**config.mk**
```make
export PLATFORM = sky130hd
export DESIGN_NAME = lfcm_percent
export DESIGN_NICKNAME = d
export VERILOG_FILES = /design/src/hdl/lfcm_pkg.sv /design/src/hdl/lfcm_percent.sv
export SDC_FILE = /design/constraint.sdc
export NUM_CORES = 1
export LEC_CHECK = 0
export ABC_CLOCK_PERIOD_IN_PS = 5300
export CAP_MARGIN = 30
export CORE_UTILIZATION = 62
export CTS_BUF_LIST = sky130_fd_sc_hd__clkbuf_8
export DETAILED_ROUTE_END_ITERATION = 8
export DONT_BUFFER_PORTS = 1
export PLACE_DENSITY = 0.81
export SYNTH_ARGS = -nofsm -noshare
export SYNTH_HDL_FRONTEND = slang
export SYNTH_SLANG_ARGS = --single-unit
```
**constraint.sdc**
```tcl
create_clock -name clock -period 5.3 [get_ports clock]
set_clock_uncertainty 0.05 [all_clocks]
set_input_delay 1.06 -clock clock [delete_from_list [all_inputs] [get_ports clock]]
set_output_delay 1.06 -clock clock [all_outputs]
set_load 0.05 [all_outputs]
```
**src/hdl/lfcm_pkg.sv**
```systemverilog
package lfcm_pkg;

   // Geometry of the curve store and the duty format
   localparam int SAMPLES   = 256;
   localparam int CHANNELS  = 5;
   localparam int FULL_DUTY = 4095;

   // Field widths of the request and response
   localparam int POS_W     = 8;
   localparam int DELTA_W   = 9;
   localparam int CH_W      = 3;
   localparam int DUTY_W    = 12;
   localparam int PCT_W     = 7;
   localparam int COLOR_W   = CHANNELS * DUTY_W;
   localparam int CSR_IDX_W = 1;

   // Brightness weighting: the color channels count half
   localparam int COLOR_CHANNELS = 3;
   localparam int PCT_SCALE      = 100;
   localparam int PCT_MAX        = 100;
   localparam int PCT_DEN        = COLOR_CHANNELS * (FULL_DUTY / 2)
                                   + (CHANNELS - COLOR_CHANNELS) * FULL_DUTY;
   localparam int SUM_W          = $clog2(PCT_DEN + 1);
   localparam int SCALED_SUM_W   = $clog2(PCT_DEN * PCT_SCALE + 1);

   // x / FULL_DUTY as (x * DUTY_RCP) >> RCP_SHIFT, exact for x < FULL_DUTY**2
   localparam int RCP_SHIFT = 36;
   localparam longint unsigned DUTY_RCP =
      ((64'd1 << RCP_SHIFT) + FULL_DUTY - 1) / FULL_DUTY;
   localparam int RCP_W    = $clog2(DUTY_RCP + 1);
   localparam int PROD_W   = 2 * DUTY_W;
   localparam int SCALED_W = PROD_W + RCP_W;

   // y / PCT_DEN as (y * PCT_RCP) >> PCT_SHIFT, exact over the percent range
   localparam int PCT_SHIFT = 35;
   localparam longint unsigned PCT_RCP =
      ((64'd1 << PCT_SHIFT) + PCT_DEN - 1) / PCT_DEN;
   localparam int PCT_RCP_W = $clog2(PCT_RCP + 1);
   localparam int PCT_YM_W  = SCALED_SUM_W + PCT_RCP_W;

   typedef logic [POS_W-1:0]  pos_type;
   typedef logic [DUTY_W-1:0] duty_type;
   typedef duty_type [CHANNELS-1:0] duty_vec_type;

   typedef enum logic [1:0] {
      REQ_LOAD    = 2'd0,
      REQ_MOVE    = 2'd1,
      REQ_SET     = 2'd2,
      REQ_SET_MAX = 2'd3
   } req_code_type;

   typedef enum logic [CSR_IDX_W-1:0] {
      CSR_SOURCE = 1'b0,
      CSR_TARGET = 1'b1
   } csr_index_type;

   // Per-item side data that rides along the pipeline
   typedef struct packed {
      pos_type position;
      logic    moved;
   } meta_type;

   // Stage enables for the channel datapath
   typedef struct packed {
      logic prod;
      logic scale;
      logic duty;
   } lane_en_type;

   // Stage enables for the brightness datapath
   typedef struct packed {
      logic sum;
      logic mul;
      logic rcp;
   } pct_en_type;

endpackage

```
**src/hdl/lfcm_percent.sv**
```systemverilog
module lfcm_percent (
   input  logic                       clock,
   input  lfcm_pkg::pct_en_type       en,
   input  lfcm_pkg::duty_vec_type     duty,
   output logic [lfcm_pkg::PCT_W-1:0] pct
);
   import lfcm_pkg::*;

   localparam int Q_W = PCT_YM_W - PCT_SHIFT;

   logic [SUM_W-1:0]        sum_in;
   logic [SUM_W-1:0]        sum_ff;
   logic [SCALED_SUM_W-1:0] y_ff;
   logic [PCT_YM_W-1:0]     ym_ff;
   logic [Q_W-1:0]          quot;

   // Weighted sum: color channels at half duty
   always_comb begin
      sum_in = '0;
      for (int k = 0; k < CHANNELS; k++) begin
         if (k < COLOR_CHANNELS) begin
            sum_in = sum_in + SUM_W'(duty[k] >> 1);
         end else begin
            sum_in = sum_in + SUM_W'(duty[k]);
         end
      end
   end

   // Scale to percent, then divide by the full weighted range
   always_ff @(posedge clock) begin
      if (en.sum) begin
         sum_ff <= sum_in;
      end
      if (en.mul) begin
         y_ff <= SCALED_SUM_W'(sum_ff) * SCALED_SUM_W'(PCT_SCALE);
      end
      if (en.rcp) begin
         ym_ff <= PCT_YM_W'(y_ff) * PCT_YM_W'(PCT_RCP);
      end
   end

   assign quot = ym_ff[PCT_YM_W-1:PCT_SHIFT];
   assign pct  = (quot > Q_W'(PCT_MAX)) ? PCT_W'(PCT_MAX) : PCT_W'(quot);

endmodule

```
After elaboration in Yosys (flattened, before gate mapping)
Index checks and enable logic that the tools add are counted.
{"block": "word_totals", "in_bits": 64, "word_cells": 11, "register_bits": 75, "out_inout_bits": 7}
{"block": "op_classes", "multipliers": 2, "n_lt_le_gt_ge": 1, "addsub": 4, "mux": 1}
{"operator": "19-bit by 21-bit multiplier with 40-bit output, second input constant", "count": 1}
{"operator": "14-bit by 5-bit multiplier with 19-bit output, second input constant", "count": 1}
{"operator": "13-bit by 12-bit adder with 14-bit output", "count": 1}
{"operator": "14-bit by 12-bit adder with 14-bit output", "count": 1}
{"operator": "12-bit by 11-bit adder with 13-bit output", "count": 1}
{"operator": "11-bit by 11-bit adder with 12-bit output", "count": 1}
{"operator": "8-bit by 7-bit > comparator with 1-bit output, second input constant", "count": 1}
{"operator": "7-bit 2-to-1 mux", "count": 1}

Logic depth before layout (Yosys ltp)
{"block": "logic_depth", "depth_word": 4, "mapped_depth": 21, "depth_no_buf": 21}

Worst setup path before layout
OpenSTA, ideal clock, no wires.
{"block": "synth_timing", "path_type": "register -> register", "from": "reg y_ff[15]", "to": "reg ym_ff[42], data pin", "setup_time_ns": 0.262, "setup_slack_ns": -0.500, "path_stages_with_launch": 19, "required_ns": 4.988, "t_arrival_ns": 5.488, "n_path_buf": 0, "synth_period_minus_slack_ns": 5.800, "path_cell_list": "edfxtp_1 > ha_1 > ha_1 > or2_2 > fa_1 > inv_1 > fa_1 > fa_1 > fa_1 > inv_1 > ha_1 > a21oi_1 > o21ai_1 > a221o_1 > or3b_1 > o221a_4 > and4_4 > a2111oi_4 > xnor2_1"}
{"block": "synth_via", "elab_chain_cells": 1}
{"element": "start, declared", "line": "lfcm_percent.sv:13", "source": "logic [SCALED_SUM_W-1:0] y_ff;"}
{"element": "start signal, assigned", "line": "lfcm_percent.sv:35", "source": "y_ff <= SCALED_SUM_W'(sum_ff) * SCALED_SUM_W'(PCT_SCALE);"}
{"element": "19-bit by 21-bit multiplier with 40-bit output", "line": "lfcm_percent.sv:38", "source": "ym_ff <= PCT_YM_W'(y_ff) * PCT_YM_W'(PCT_RCP);"}
{"element": "end signal, assigned", "line": "lfcm_percent.sv:38"}
{"element": "end, declared", "line": "lfcm_percent.sv:14", "source": "logic [PCT_YM_W-1:0] ym_ff;"}
Every way passes these cells.
A chain may end at the register's enable or synchronous reset.

Worst setup path in the final report
{"block": "layout_timing", "from": "reg y_ff[19]", "to": "reg ym_ff[42], data pin"}
The elaborated chain is that of the path after synthesis.

==> results.py <==
metrics = {
    "route": {
        "drc_errors": 0,
        "viasPerCell": 5.46,
        "antenna_left": 0,
        "wire_per_inst_microns": 16.8,
        "dr.pass1.iters": 5,
        "via_count": 6848,
        "routed_wl_microns": 21000,
        "first_iter_violations": 248,
    },
    "critical_path": {
        "worstSetupEndpointType": "register",
        "cp_slowest_cell": "fa_1",
        "crit_fanout": 5,
        "startpoint_type": "register",
        "r2r_cells": 19,
        "critPathRequiredTime_ps": 5300,
        "arrival_ps": 5730,
        "cpPeakStageDelay_ps": 540,
        "critical_path.most_common_cell": "fa_1",
        "path_cells": "ha_1 > ha_1 > inv_1 > fa_1 > inv_1 > fa_1 > fa_1 > inv_1 > fa_1 > inv_2 > ha_4 > a21oi_2 > o21ai_2 > a221o_1 > or3b_1 > o221a_4 > and4_4 > a2111oi_4 > xnor2_1",
        "crit_type": "register to register",
    },
    "sta": {
        "max_slew_margin": 0.639,
        "post-route-min-period_ps": 5720,
        "maxSlewViolCount": 0,
        "finalHoldViolCount": 0,
        "setup_viol": 6,
        "worstMarginPinSlew_ps": 544,
        "fin_ws_ps": -424,
        "max_freq_ghz": 0.175,
        "fin_crit_sh": 1.08,
        "rsz0062_at_grt": "yes",
    },
    "synthesis": {
        "synth_flop_cell": "edfxtp_1",
        "synth-edff-count": 41,
        "synthDistinctLibCells": 53,
        "ys_ff_latch": 41,
        "async_flop_share": 0,
        "synth_fp_nets": 1396,
        "ys_seq_area_frac": 0.124,
        "netlist_area_sq_um": 9910,
        "ys_warn_count": 0,
        "synth.avg_cell_area_sq_um": 10.6,
        "syn_inst": 933,
    },
    "cells_and_area": {
        "fin_util": 0.741,
        "fin_area_sq_um": 11400,
        "final_nets": 1505,
        "syn2layout_area_growth_pct": 15.3,
        "antenna_cells": 0,
        "drive_gt1_frac": 0.182,
    },
    "clock_tree": {
        "root_buffer": "clkbuf_8",
        "cts.clk_slew.worst_paths_ps": 80,
        "cts_buffer_depth": 2,
        "cts.sinks": 41,
        "cts_tree": "built",
        "insertion_delay_ps": 300,
        "htreeDepth": 2,
        "cts_buffers": 5,
        "cts_hold_buffers": 0,
    },
    "grt": {
        "grt_max_degree": 20,
        "grt_pass1_wl_microns": 33900,
        "grt_pass1_vias": 7518,
        "grtUsageTotal": 0.263,
        "grt_antenna_before_repair": 0,
        "grt.overflow.total": 0,
    },
    "floorplan": {
        "dieArea_sq_um": 16500,
        "core_sq_um": 15400,
        "rows": 45,
        "num_io_pins": 71,
        "die_y_microns": 128,
        "die_w_microns": 128,
        "initial_utilization": 0.642,
    },
    "place": {
        "routabilityCongestion": 0.890,
        "placed_area_sq_um": 11000,
        "port_buffers": 0,
        "dp_hpwl_microns": 17800,
    },
    "flow_run": {
        "max_cap_viol_count": 0,
    },
    "outcome": {
        "violations": "setup timing",
        "run_status": "finished with violations",
    },
    "hold_path": {
        "hold_depth": 0,
        "hp-class": "register to register",
    },
}
==> placed cells by master (no fill, tap or decap), drive strengths merged, types with 12 or more instances in the layout <==
cell    instances
a21oi          34
o21ai          18
ha            242
fa            157
nor2           20
edfxtp         41
inv           254
buf           103
xor2           12
xnor2          17
a21o           16
==> final timing paths <==
| path | startpoint | end | slack, ps |
|---|---|---|---|
| hold / removal | sum_ff[0] | y_ff[2] | 460 |
| hold reg to reg | sum_ff[0] | y_ff[2] | 460 |
| setup reg to reg | y_ff[19] | ym_ff[42] | -420 |
| setup / recovery | y_ff[19] | ym_ff[42] | -420 |
==> sequential cells by signal, indices dropped and copies added (netlist names) <==
name and count:
y_ff 19, sum_ff 14, ym_ff 8
==> stage by stage <==
stage | hold slack (ps) | setup WS (ps) | TNS (ps) | instances
after CTS | 460 | -307 | -929 | 1251
after global placement | 444 | -306 | -1180 | 1230
after global routing | 470 | -550 | -2290 | 1254
after floorplan | 411 | -115 | -174 | 933
final | 464 | -424 | -1270 | 1254
after detailed placement | 439 | -402 | -1740 | 1230
==> critical path, delay by kind of cell (launching register included) <==
kind	cells	cell delay (ps)
buffers and inverters	4	220
AO/OA/AOI/OAI	5	1070
AND/OR/NAND/NOR	2	570
XOR/XNOR	1	120
adder cells (fa/ha/maj)	7	2910
flip-flops	1	520
==> area by class of cell <==
class | instances | area, sq um
Timing Repair Buffer | 103 | 785
Inverter | 254 | 953
Clock inverter | 3 | 46.3
Clock buffer | 5 | 68.8
Tap cell | 211 | 264
Sequential cell | 41 | 1230
Fill cell | 957 | 4000
Multi-Input combinational cell | 637 | 8080
==> logic make-up after synthesis <==
logic type / Yosys count / share of synthesized area
adder cells (fa/ha/maj): 399 / 0.623
buffers and inverters: 255 / 0.0966
AO/OA/AOI/OAI: 114 / 0.0803
AND/OR/NAND/NOR: 94 / 0.0497
flip-flops: 41 / 0.124
XOR/XNOR: 29 / 0.0256
multiplexers: 1 / 0.00101
==> cell usage after synthesis (all sizes together), types with 2 or more instances <==
master / n / share of area
o21bai: 9 / 0.0068
edfxtp: 41 / 0.12
a21o: 16 / 0.012
o21a: 3 / 0.0023
ha: 242 / 0.31
or2: 6 / 0.0038
a21oi: 34 / 0.018
a21boi: 2 / 0.0015
nand3: 11 / 0.0056
xnor2: 17 / 0.015
nor3: 11 / 0.0056
nand4: 10 / 0.0063
o2111ai: 2 / 0.0018
nor4: 2 / 0.0013
nor2: 20 / 0.0076
nor2b: 3 / 0.0019
inv: 254 / 0.096
nand2b: 4 / 0.0025
fa: 157 / 0.32
a31oi: 2 / 0.0013
o21ai: 18 / 0.0091
a211oi: 4 / 0.0030
o22ai: 3 / 0.0019
a2111oi: 3 / 0.0045
nand2: 11 / 0.0042
and3: 7 / 0.0045
xor2: 12 / 0.011
o311ai: 2 / 0.0018
o41ai: 2 / 0.0018
and2: 5 / 0.0032
a211o: 3 / 0.0027
a221o: 2 / 0.0020
==> routing by layer <==
metal / vias up / share of wire / track usage / routed length [microns]
met5: - / 0 / 0 / 0
met4: 0 / 0.026 / 0.0761 / 543
met3: 41 / 0.031 / 0.0241 / 654
met2: 184 / 0.51 / 0.483 / 10600
met1: 3345 / 0.44 / 0.331 / 9190
li1: 3278 / - / - / -
==> repair_timing <==
item | in CTS | in global routing
setup buffers | 13 | 3
setup endpoints to repair | 7 | 8
gates resized for setup | 20 | 30
cloned | 0 | 0
pin swaps | 27 | 20
Power is left out: the tool's default activity adds up to more than one toggle a clock period on the data nets, which glitch-free logic cannot reach.
