===== config.mk =====
export PLATFORM = sky130hd
export DESIGN_NAME = lfcm_lane
export DESIGN_NICKNAME = d
export VERILOG_FILES = /design/src/hdl/lfcm_pkg.sv /design/src/hdl/lfcm_lane.sv
export SDC_FILE = /design/constraint.sdc
export NUM_CORES = 1
export LEC_CHECK = 0
export ABC_AREA = 1
export BUFFER_PORTS_ARGS = -buffer_cell sky130_fd_sc_hd__clkbuf_2
export CAP_MARGIN = 20
export CELL_PAD_IN_SITES_DETAIL_PLACEMENT = 0
export CELL_PAD_IN_SITES_GLOBAL_PLACEMENT = 1
export CORE_UTILIZATION = 52
export CTS_BUF_LIST = sky130_fd_sc_hd__clkbuf_8 sky130_fd_sc_hd__clkbuf_16
export CTS_CLUSTER_DIAMETER = 120
export DETAILED_ROUTE_END_ITERATION = 8
export HOLD_SLACK_MARGIN = 0.06
export PLACE_DENSITY = 0.92
export SLEW_MARGIN = 10
export SYNTH_ARGS = -nofsm -noshare
export SYNTH_HDL_FRONTEND = slang
export SYNTH_SLANG_ARGS = --single-unit

===== constraint.sdc =====
create_clock -name clock -period 9.4 [get_ports clock]
set_input_delay 0.47 -clock clock [delete_from_list [all_inputs] [get_ports clock]]
set_output_delay 0.47 -clock clock [all_outputs]
set_load 0.02 [all_outputs]

===== src/hdl/lfcm_pkg.sv =====
package lfcm_pkg;

   // Geometry of the curve store and the duty format
   localparam int SAMPLES   = 256;
   localparam int CHANNELS  = 5;
   localparam int FULL_DUTY = 4095;

   // Field widths of the request and response
   localparam int POS_W     = 8;
   localparam int DELTA_W   = 9;
   localparam int CH_W      = 3;
   localparam int DUTY_W    = 12;
   localparam int PCT_W     = 7;
   localparam int COLOR_W   = CHANNELS * DUTY_W;
   localparam int CSR_IDX_W = 1;

   // Brightness weighting: the color channels count half
   localparam int COLOR_CHANNELS = 3;
   localparam int PCT_SCALE      = 100;
   localparam int PCT_MAX        = 100;
   localparam int PCT_DEN        = COLOR_CHANNELS * (FULL_DUTY / 2)
                                   + (CHANNELS - COLOR_CHANNELS) * FULL_DUTY;
   localparam int SUM_W          = $clog2(PCT_DEN + 1);
   localparam int SCALED_SUM_W   = $clog2(PCT_DEN * PCT_SCALE + 1);

   // x / FULL_DUTY as (x * DUTY_RCP) >> RCP_SHIFT, exact for x < FULL_DUTY**2
   localparam int RCP_SHIFT = 36;
   localparam longint unsigned DUTY_RCP =
      ((64'd1 << RCP_SHIFT) + FULL_DUTY - 1) / FULL_DUTY;
   localparam int RCP_W    = $clog2(DUTY_RCP + 1);
   localparam int PROD_W   = 2 * DUTY_W;
   localparam int SCALED_W = PROD_W + RCP_W;

   // y / PCT_DEN as (y * PCT_RCP) >> PCT_SHIFT, exact over the percent range
   localparam int PCT_SHIFT = 35;
   localparam longint unsigned PCT_RCP =
      ((64'd1 << PCT_SHIFT) + PCT_DEN - 1) / PCT_DEN;
   localparam int PCT_RCP_W = $clog2(PCT_RCP + 1);
   localparam int PCT_YM_W  = SCALED_SUM_W + PCT_RCP_W;

   typedef logic [POS_W-1:0]  pos_type;
   typedef logic [DUTY_W-1:0] duty_type;
   typedef duty_type [CHANNELS-1:0] duty_vec_type;

   typedef enum logic [1:0] {
      REQ_LOAD    = 2'd0,
      REQ_MOVE    = 2'd1,
      REQ_SET     = 2'd2,
      REQ_SET_MAX = 2'd3
   } req_code_type;

   typedef enum logic [CSR_IDX_W-1:0] {
      CSR_SOURCE = 1'b0,
      CSR_TARGET = 1'b1
   } csr_index_type;

   // Per-item side data that rides along the pipeline
   typedef struct packed {
      pos_type position;
      logic    moved;
   } meta_type;

   // Stage enables for the channel datapath
   typedef struct packed {
      logic prod;
      logic scale;
      logic duty;
   } lane_en_type;

   // Stage enables for the brightness datapath
   typedef struct packed {
      logic sum;
      logic mul;
      logic rcp;
   } pct_en_type;

endpackage


===== src/hdl/lfcm_lane.sv =====
module lfcm_lane (
   input  logic                  clock,
   input  lfcm_pkg::lane_en_type en,
   input  lfcm_pkg::duty_type    src,
   input  lfcm_pkg::duty_type    tgt,
   input  lfcm_pkg::duty_type    curve_a,
   input  lfcm_pkg::duty_type    curve_b,
   output lfcm_pkg::duty_type    duty
);
   import lfcm_pkg::*;

   localparam int Q_W = SCALED_W - RCP_SHIFT;

   logic                swap_ff;
   duty_type            lo_ff;
   duty_type            diff_ff;
   duty_type            curve;
   logic [PROD_W-1:0]   prod_in;
   logic [PROD_W-1:0]   prod_ff;
   logic [SCALED_W-1:0] scaled_in;
   logic [SCALED_W-1:0] scaled_ff;
   logic [Q_W-1:0]      quot;
   logic [Q_W:0]        duty_sum;
   duty_type            duty_in;
   duty_type            duty_ff;

   // Fade direction; the user must change colors only while the pipe is empty, the block does not enforce it
   always_ff @(posedge clock) begin
      swap_ff <= (src > tgt);
      lo_ff   <= (src > tgt) ? tgt : src;
      diff_ff <= (src > tgt) ? (src - tgt) : (tgt - src);
   end

   // Curve read mirrored when fading down, scaled by the span
   always_comb begin
      curve     = swap_ff ? curve_b : curve_a;
      prod_in   = PROD_W'(curve) * PROD_W'(diff_ff);
      scaled_in = SCALED_W'(prod_ff) * SCALED_W'(DUTY_RCP);
      quot      = scaled_ff[SCALED_W-1:RCP_SHIFT];
      duty_sum  = (Q_W+1)'(lo_ff) + (Q_W+1)'(quot);
      duty_in   = (duty_sum > (Q_W+1)'(FULL_DUTY)) ? DUTY_W'(FULL_DUTY)
                                                   : DUTY_W'(duty_sum);
   end

   always_ff @(posedge clock) begin
      if (en.prod) begin
         prod_ff <= prod_in;
      end
      if (en.scale) begin
         scaled_ff <= scaled_in;
      end
      if (en.duty) begin
         duty_ff <= duty_in;
      end
   end

   assign duty = duty_ff;

endmodule


## Word level (Yosys, flattened, before mapping)

Cells that the tools add are included.

- Register bits: 109
- Input port bits: 52
- Output and inout bits: 12
- Word-level logic and storage cells: 16

- $mul: 2
- $lt $le $gt $ge: 2
- $add $sub $neg: 3
- Mux-type cells: 3

Operators with widths:

| operator | count |
|---|---|
| multiplier 24 x 24 -> 48 bit (second input constant) | 1 |
| 2-to-1 mux 12 bit | 3 |
| multiplier 12 x 12 -> 24 bit | 1 |
| subtractor 12 bit | 2 |
| adder 12 x 13 -> 14 bit | 1 |
| greater-than comparator 14 x 12 -> 1 bit (second input constant) | 1 |
| greater-than comparator 12 bit | 1 |

## Depth between registers and ports, before layout

- Depth after elaboration: 2
- Depth in mapped cells: 24

## Worst setup path before layout

Ideal clock, no wire load.

- Path type: input port to flip-flop
- Start point: in curve_b[2]
- End point: reg prod_ff[16] (data pin)
- Path slack: 4240 ps
- Cell stages on the path: 19
- Path buffers: 0
- Arrival: 4900 ps
- Required time: 9140 ps
- Cells stage by stage: or2_2 o21ai_0 inv_1 nand2_1 fa_1 fa_1 inv_1 fa_1 fa_1 inv_1 fa_1 inv_1 ha_1 a21oi_1 o21a_1 nand2_1 nand3_1 nand2_1 xor2_1

- Longest elaborated chain between the ends: 2

RTL lines:

| element | line | RTL |
|---|---|---|
| start, declared | lfcm_lane.sv:7 | `input lfcm_pkg::duty_type curve_b,` |
| 2-to-1 mux 12 bit | lfcm_lane.sv:36 | `curve = swap_ff ? curve_b : curve_a;` |
| multiplier 12 x 12 -> 24 bit | lfcm_lane.sv:37 | `prod_in = PROD_W'(curve) * PROD_W'(diff_ff);` |
| via prod_in[16] | lfcm_lane.sv:18 | `logic [PROD_W-1:0] prod_in;` |
| end signal, assigned | lfcm_lane.sv:47 | `prod_ff <= prod_in;` |
| end, declared | lfcm_lane.sv:19 | `logic [PROD_W-1:0] prod_ff;` |

The timed path passes the listed nets, and every way through them passes these cells.
A chain may end at the register's enable or synchronous reset.

## Worst setup path in the final report

- Start point: reg swap_ff
- End point: reg prod_ff[16] (data pin)

- Longest elaborated chain between the ends: 2

RTL lines:

| element | line | RTL |
|---|---|---|
| start, declared | lfcm_lane.sv:14 | `logic swap_ff;` |
| start signal, assigned | lfcm_lane.sv:29 | `swap_ff <= (src > tgt);` |
| 2-to-1 mux 12 bit | lfcm_lane.sv:36 |  |
| multiplier 12 x 12 -> 24 bit | lfcm_lane.sv:37 |  |
| via prod_in[16] | lfcm_lane.sv:18 |  |

The timed path passes the listed nets, and every way through them passes these cells.

==> metrics list <==
- For the final routed database, the setup TNS stands at 0 ns.
- Final setup violation count: 0
- After detailed routing, the total wire length is 28460 µm.
- Between clock sinks in the finished design, the worst skew comes to 0.01299 ns.
- For this design, the CTS-stage hold fixing added 0 buffers.
* Number of buffers created by CTS: 9
- Ys flop type: sky130_fd_sc_hd__edfxtp_1
* Core Rows: 53
- Total global routing overflow: 0
* Most used standard cell by instance count after synthesis: sky130_fd_sc_hd__nand2_1
- For this run, the top clock speed supported by timing is 161.7 MHz.
- CP max FO: 13
* Number of clock sinks seen by CTS: 74
- Clock latency on the worst-skew pair, taken at its later pin, is 0.34 ns.
- Synth Cell Area: 11440 µm²
- Top cells by area, synth: sky130_fd_sc_hd__ha_1 (22%), sky130_fd_sc_hd__fa_1 (18%), sky130_fd_sc_hd__edfxtp_1 (13%), sky130_fd_sc_hd__nand2_1 (9.4%), sky130_fd_sc_hd__inv_1 (7.9%)
- Gate Count Post-Synth: 1412
* CORE AREA: 21290 µm²
* Quantity of I/O buffers inserted on ports: 63
* Unrepaired setup endpoints after global routing: no
* Number of register bits inferred by synthesis: 74
* Number of I/O pins: 64
- The worst setup path is captured at a flip-flop.
- Clock transition at the registers of the reported paths: 0.07 ns
- Post-synth ARST share: 0%
- Die Area: 22600 µm²
- Fin. max-slew vios: 0
- The wire-length estimate of the detail-placed layout is 24650 µm.
- Post-synth EDFFs: 49
- STA puts the critical path data required time at 9.48 ns.
- The count of endpoints failing hold in the final timing report came to 0.
- Mean post-synth cell area: 8.103 µm²
- The number of nets handed over by synthesis was 1772.
- Synth area leader: sky130_fd_sc_hd__ha_1
- Relative max-transition margin: 39.84%
- Total of warnings raised by yosys: 0
* Final GP Congestion: 0.9714
- Via count: 9370
- Vias/cell: 5.373
- Of the cells placed in the final design, the portion with a size suffix greater than 1 is 9.122%.
- Entering global routing, the biggest net connects 38 pins.
- After the first detailed-routing iteration, the DRC count stood at 519.
- Global-route wire length before repair: 46490 µm
- Number of distinct library cells after synthesis: 47
- Arrival time at the worst endpoint: 6.27 ns
- Number of search-and-repair iterations in the first detailed-routing pass: 7
- Worst min path class: input port to flip-flop
- Status: complete, no violations
- Commonest cells in the netlist: sky130_fd_sc_hd__nand2_1 (288), sky130_fd_sc_hd__inv_1 (241), sky130_fd_sc_hd__ha_1 (205), sky130_fd_sc_hd__nor2_1 (143), sky130_fd_sc_hd__fa_1 (103)
* Gates resized, CTS repair: 0
- Clock tree from TritonCTS: done
- Initial cell density of the core: 53.75%
- Clock H-tree levels: 3
- CTS placed an instance of sky130_fd_sc_hd__clkbuf_16 at the clock tree root.
- Critical path startpoint category: flip-flop
* Final period utilization: 65.78%
- The longest clock path from root to sink contains 2 buffers.
- Die width: 150.3 µm
- Setup slack at placement: 3.281 ns
- DRC violations left: 0
* Vertical die dimension: 150.3 µm
* Post-layout net count: 1824
- Minimum clock period after layout: 6.183 ns
* Post-CTS Setup Inserts: 0
- In the final routed layout, each cell accounts on average for 16.32 µm.
- The number of global-route vias before repair is 9559.
- Number of fill cells: 1989
- Of the synthesized area, sequential elements account for 17.24%.
- Portion of synthesized cell area occupied by the leading cell type: 22.42%
- Category of the critical setup timing path: flip-flop to flip-flop
- The detail route stage leaves a number of antenna-violating nets equal to 0.
* Least-Margin Pin Slew: 0.8930 ns
- Global-route total usage across every layer: 26.95%
- N_diodes: 0
- The number of antenna violations at the first check in global routing is 0.
- Max_cap viols: 0
- At the end of the flow the core is filled with cells to 57.54%.
* Setup slack after layout: 3.217 ns
- From synthesis to final layout, the design area changed by 7.064%.
[flip-flops by register name, summed over array words and instances, names as in the netlist]
signal / flops
diff_ff: 12
duty: 12
swap_ff: 1
lo_ff: 12
prod_ff: 24
scaled_ff: 13
[per-layer routing]
metal	GRT usage, %	part of all wire (%)	wire, µm	vias up
met3	3.364	5.0	1422	67
met2	45.85	47	13400	288
met1	34.18	44	12540	4379
met5	0	0	0	-
met4	11.97	3.9	1107	0
li1	-	-	-	4636
[final timing paths]
check                           slack (ns)  cells past startpoint           to      from
worst max-delay path                  3.22                     21  prod_ff[16]   swap_ff
worst min register to register        0.67                      3      duty[0]  lo_ff[0]
worst min-delay path                  0.35                      3    lo_ff[11]   src[11]
worst max register to register        3.22                     21  prod_ff[16]   swap_ff
[through the flow]
stage / instances / hold slack, ns / cell area (µm²)
after detailed placement: 1728 / 0.6652 / 11940
after floorplan: 1412 / 0.5636 / 11440
after global routing: 1744 / 0.3576 / 12250
after global placement: 1728 / 0.6594 / 11940
after CTS: 1744 / 0.3475 / 12250
final: 1744 / 0.3508 / 12250
[worst max-delay path, stage by stage, from the launching register on]
cell,delay [ns]
sky130_fd_sc_hd__dfxtp_1,0.59
sky130_fd_sc_hd__inv_1,0.23
sky130_fd_sc_hd__or2_2,0.31
sky130_fd_sc_hd__o21ai_0,0.34
sky130_fd_sc_hd__inv_1,0.32
sky130_fd_sc_hd__nand2_1,0.17
sky130_fd_sc_hd__fa_1,0.46
sky130_fd_sc_hd__fa_1,0.54
sky130_fd_sc_hd__inv_1,0.05
sky130_fd_sc_hd__fa_1,0.51
sky130_fd_sc_hd__fa_1,0.56
sky130_fd_sc_hd__inv_1,0.06
sky130_fd_sc_hd__fa_1,0.53
sky130_fd_sc_hd__inv_1,0.04
sky130_fd_sc_hd__ha_1,0.35
sky130_fd_sc_hd__nand2_1,0.11
sky130_fd_sc_hd__nor2_1,0.20
sky130_fd_sc_hd__o21ai_0,0.15
sky130_fd_sc_hd__nand2_1,0.16
sky130_fd_sc_hd__nand3_1,0.10
sky130_fd_sc_hd__nand2_1,0.08
sky130_fd_sc_hd__xor2_1,0.07
[kinds of logic (layout without fill, tap and decap cells)]
family | count (synthesis) | after routing | synth area share (%)
and+or+nand+nor | 527 | 527 | 19.06
DFF | 74 | 74 | 17.24
xor gates and xnor gates | 51 | 51 | 3.904
adders and majority gates | 308 | 308 | 40.44
AOI/OAI and AO/OA | 186 | 186 | 9.930
buffers and inverters | 266 | 323 | 9.427
[layout by cell type, fill, tap and decap left out, types with 9 or more instances in the layout]
master / count
sky130_fd_sc_hd__nand2_1: 288
sky130_fd_sc_hd__inv_1: 241
sky130_fd_sc_hd__ha_1: 205
sky130_fd_sc_hd__nor2_1: 143
sky130_fd_sc_hd__fa_1: 103
sky130_fd_sc_hd__a21oi_1: 66
sky130_fd_sc_hd__clkbuf_2: 63
sky130_fd_sc_hd__edfxtp_1: 49
sky130_fd_sc_hd__o21ai_0: 40
sky130_fd_sc_hd__xor2_1: 38
sky130_fd_sc_hd__nand3_1: 37
sky130_fd_sc_hd__dfxtp_1: 25
sky130_fd_sc_hd__o21ai_2: 18
sky130_fd_sc_hd__or2_2: 16
sky130_fd_sc_hd__o21ai_1: 15
sky130_fd_sc_hd__nand4_1: 13
sky130_fd_sc_hd__xnor2_1: 13
sky130_fd_sc_hd__o21bai_1: 12
sky130_fd_sc_hd__a31oi_1: 10
sky130_fd_sc_hd__a21o_1: 9
sky130_fd_sc_hd__clkbuf_16: 9
[layout make-up]
type	instances	area (µm²)	area share, %
clock inverters	7	83.83	0.6844
repair buffers	63	315.3	2.574
clock buffers	9	225.2	1.839
flip-flops and latches	74	1972	16.10
inverters	244	918.4	7.497
multi-input cells	1072	8391	68.50
well taps	275	344.1	2.809
Power is not shown: default switching activity piles up to over one toggle a cycle in this logic, so the estimate is an artifact.
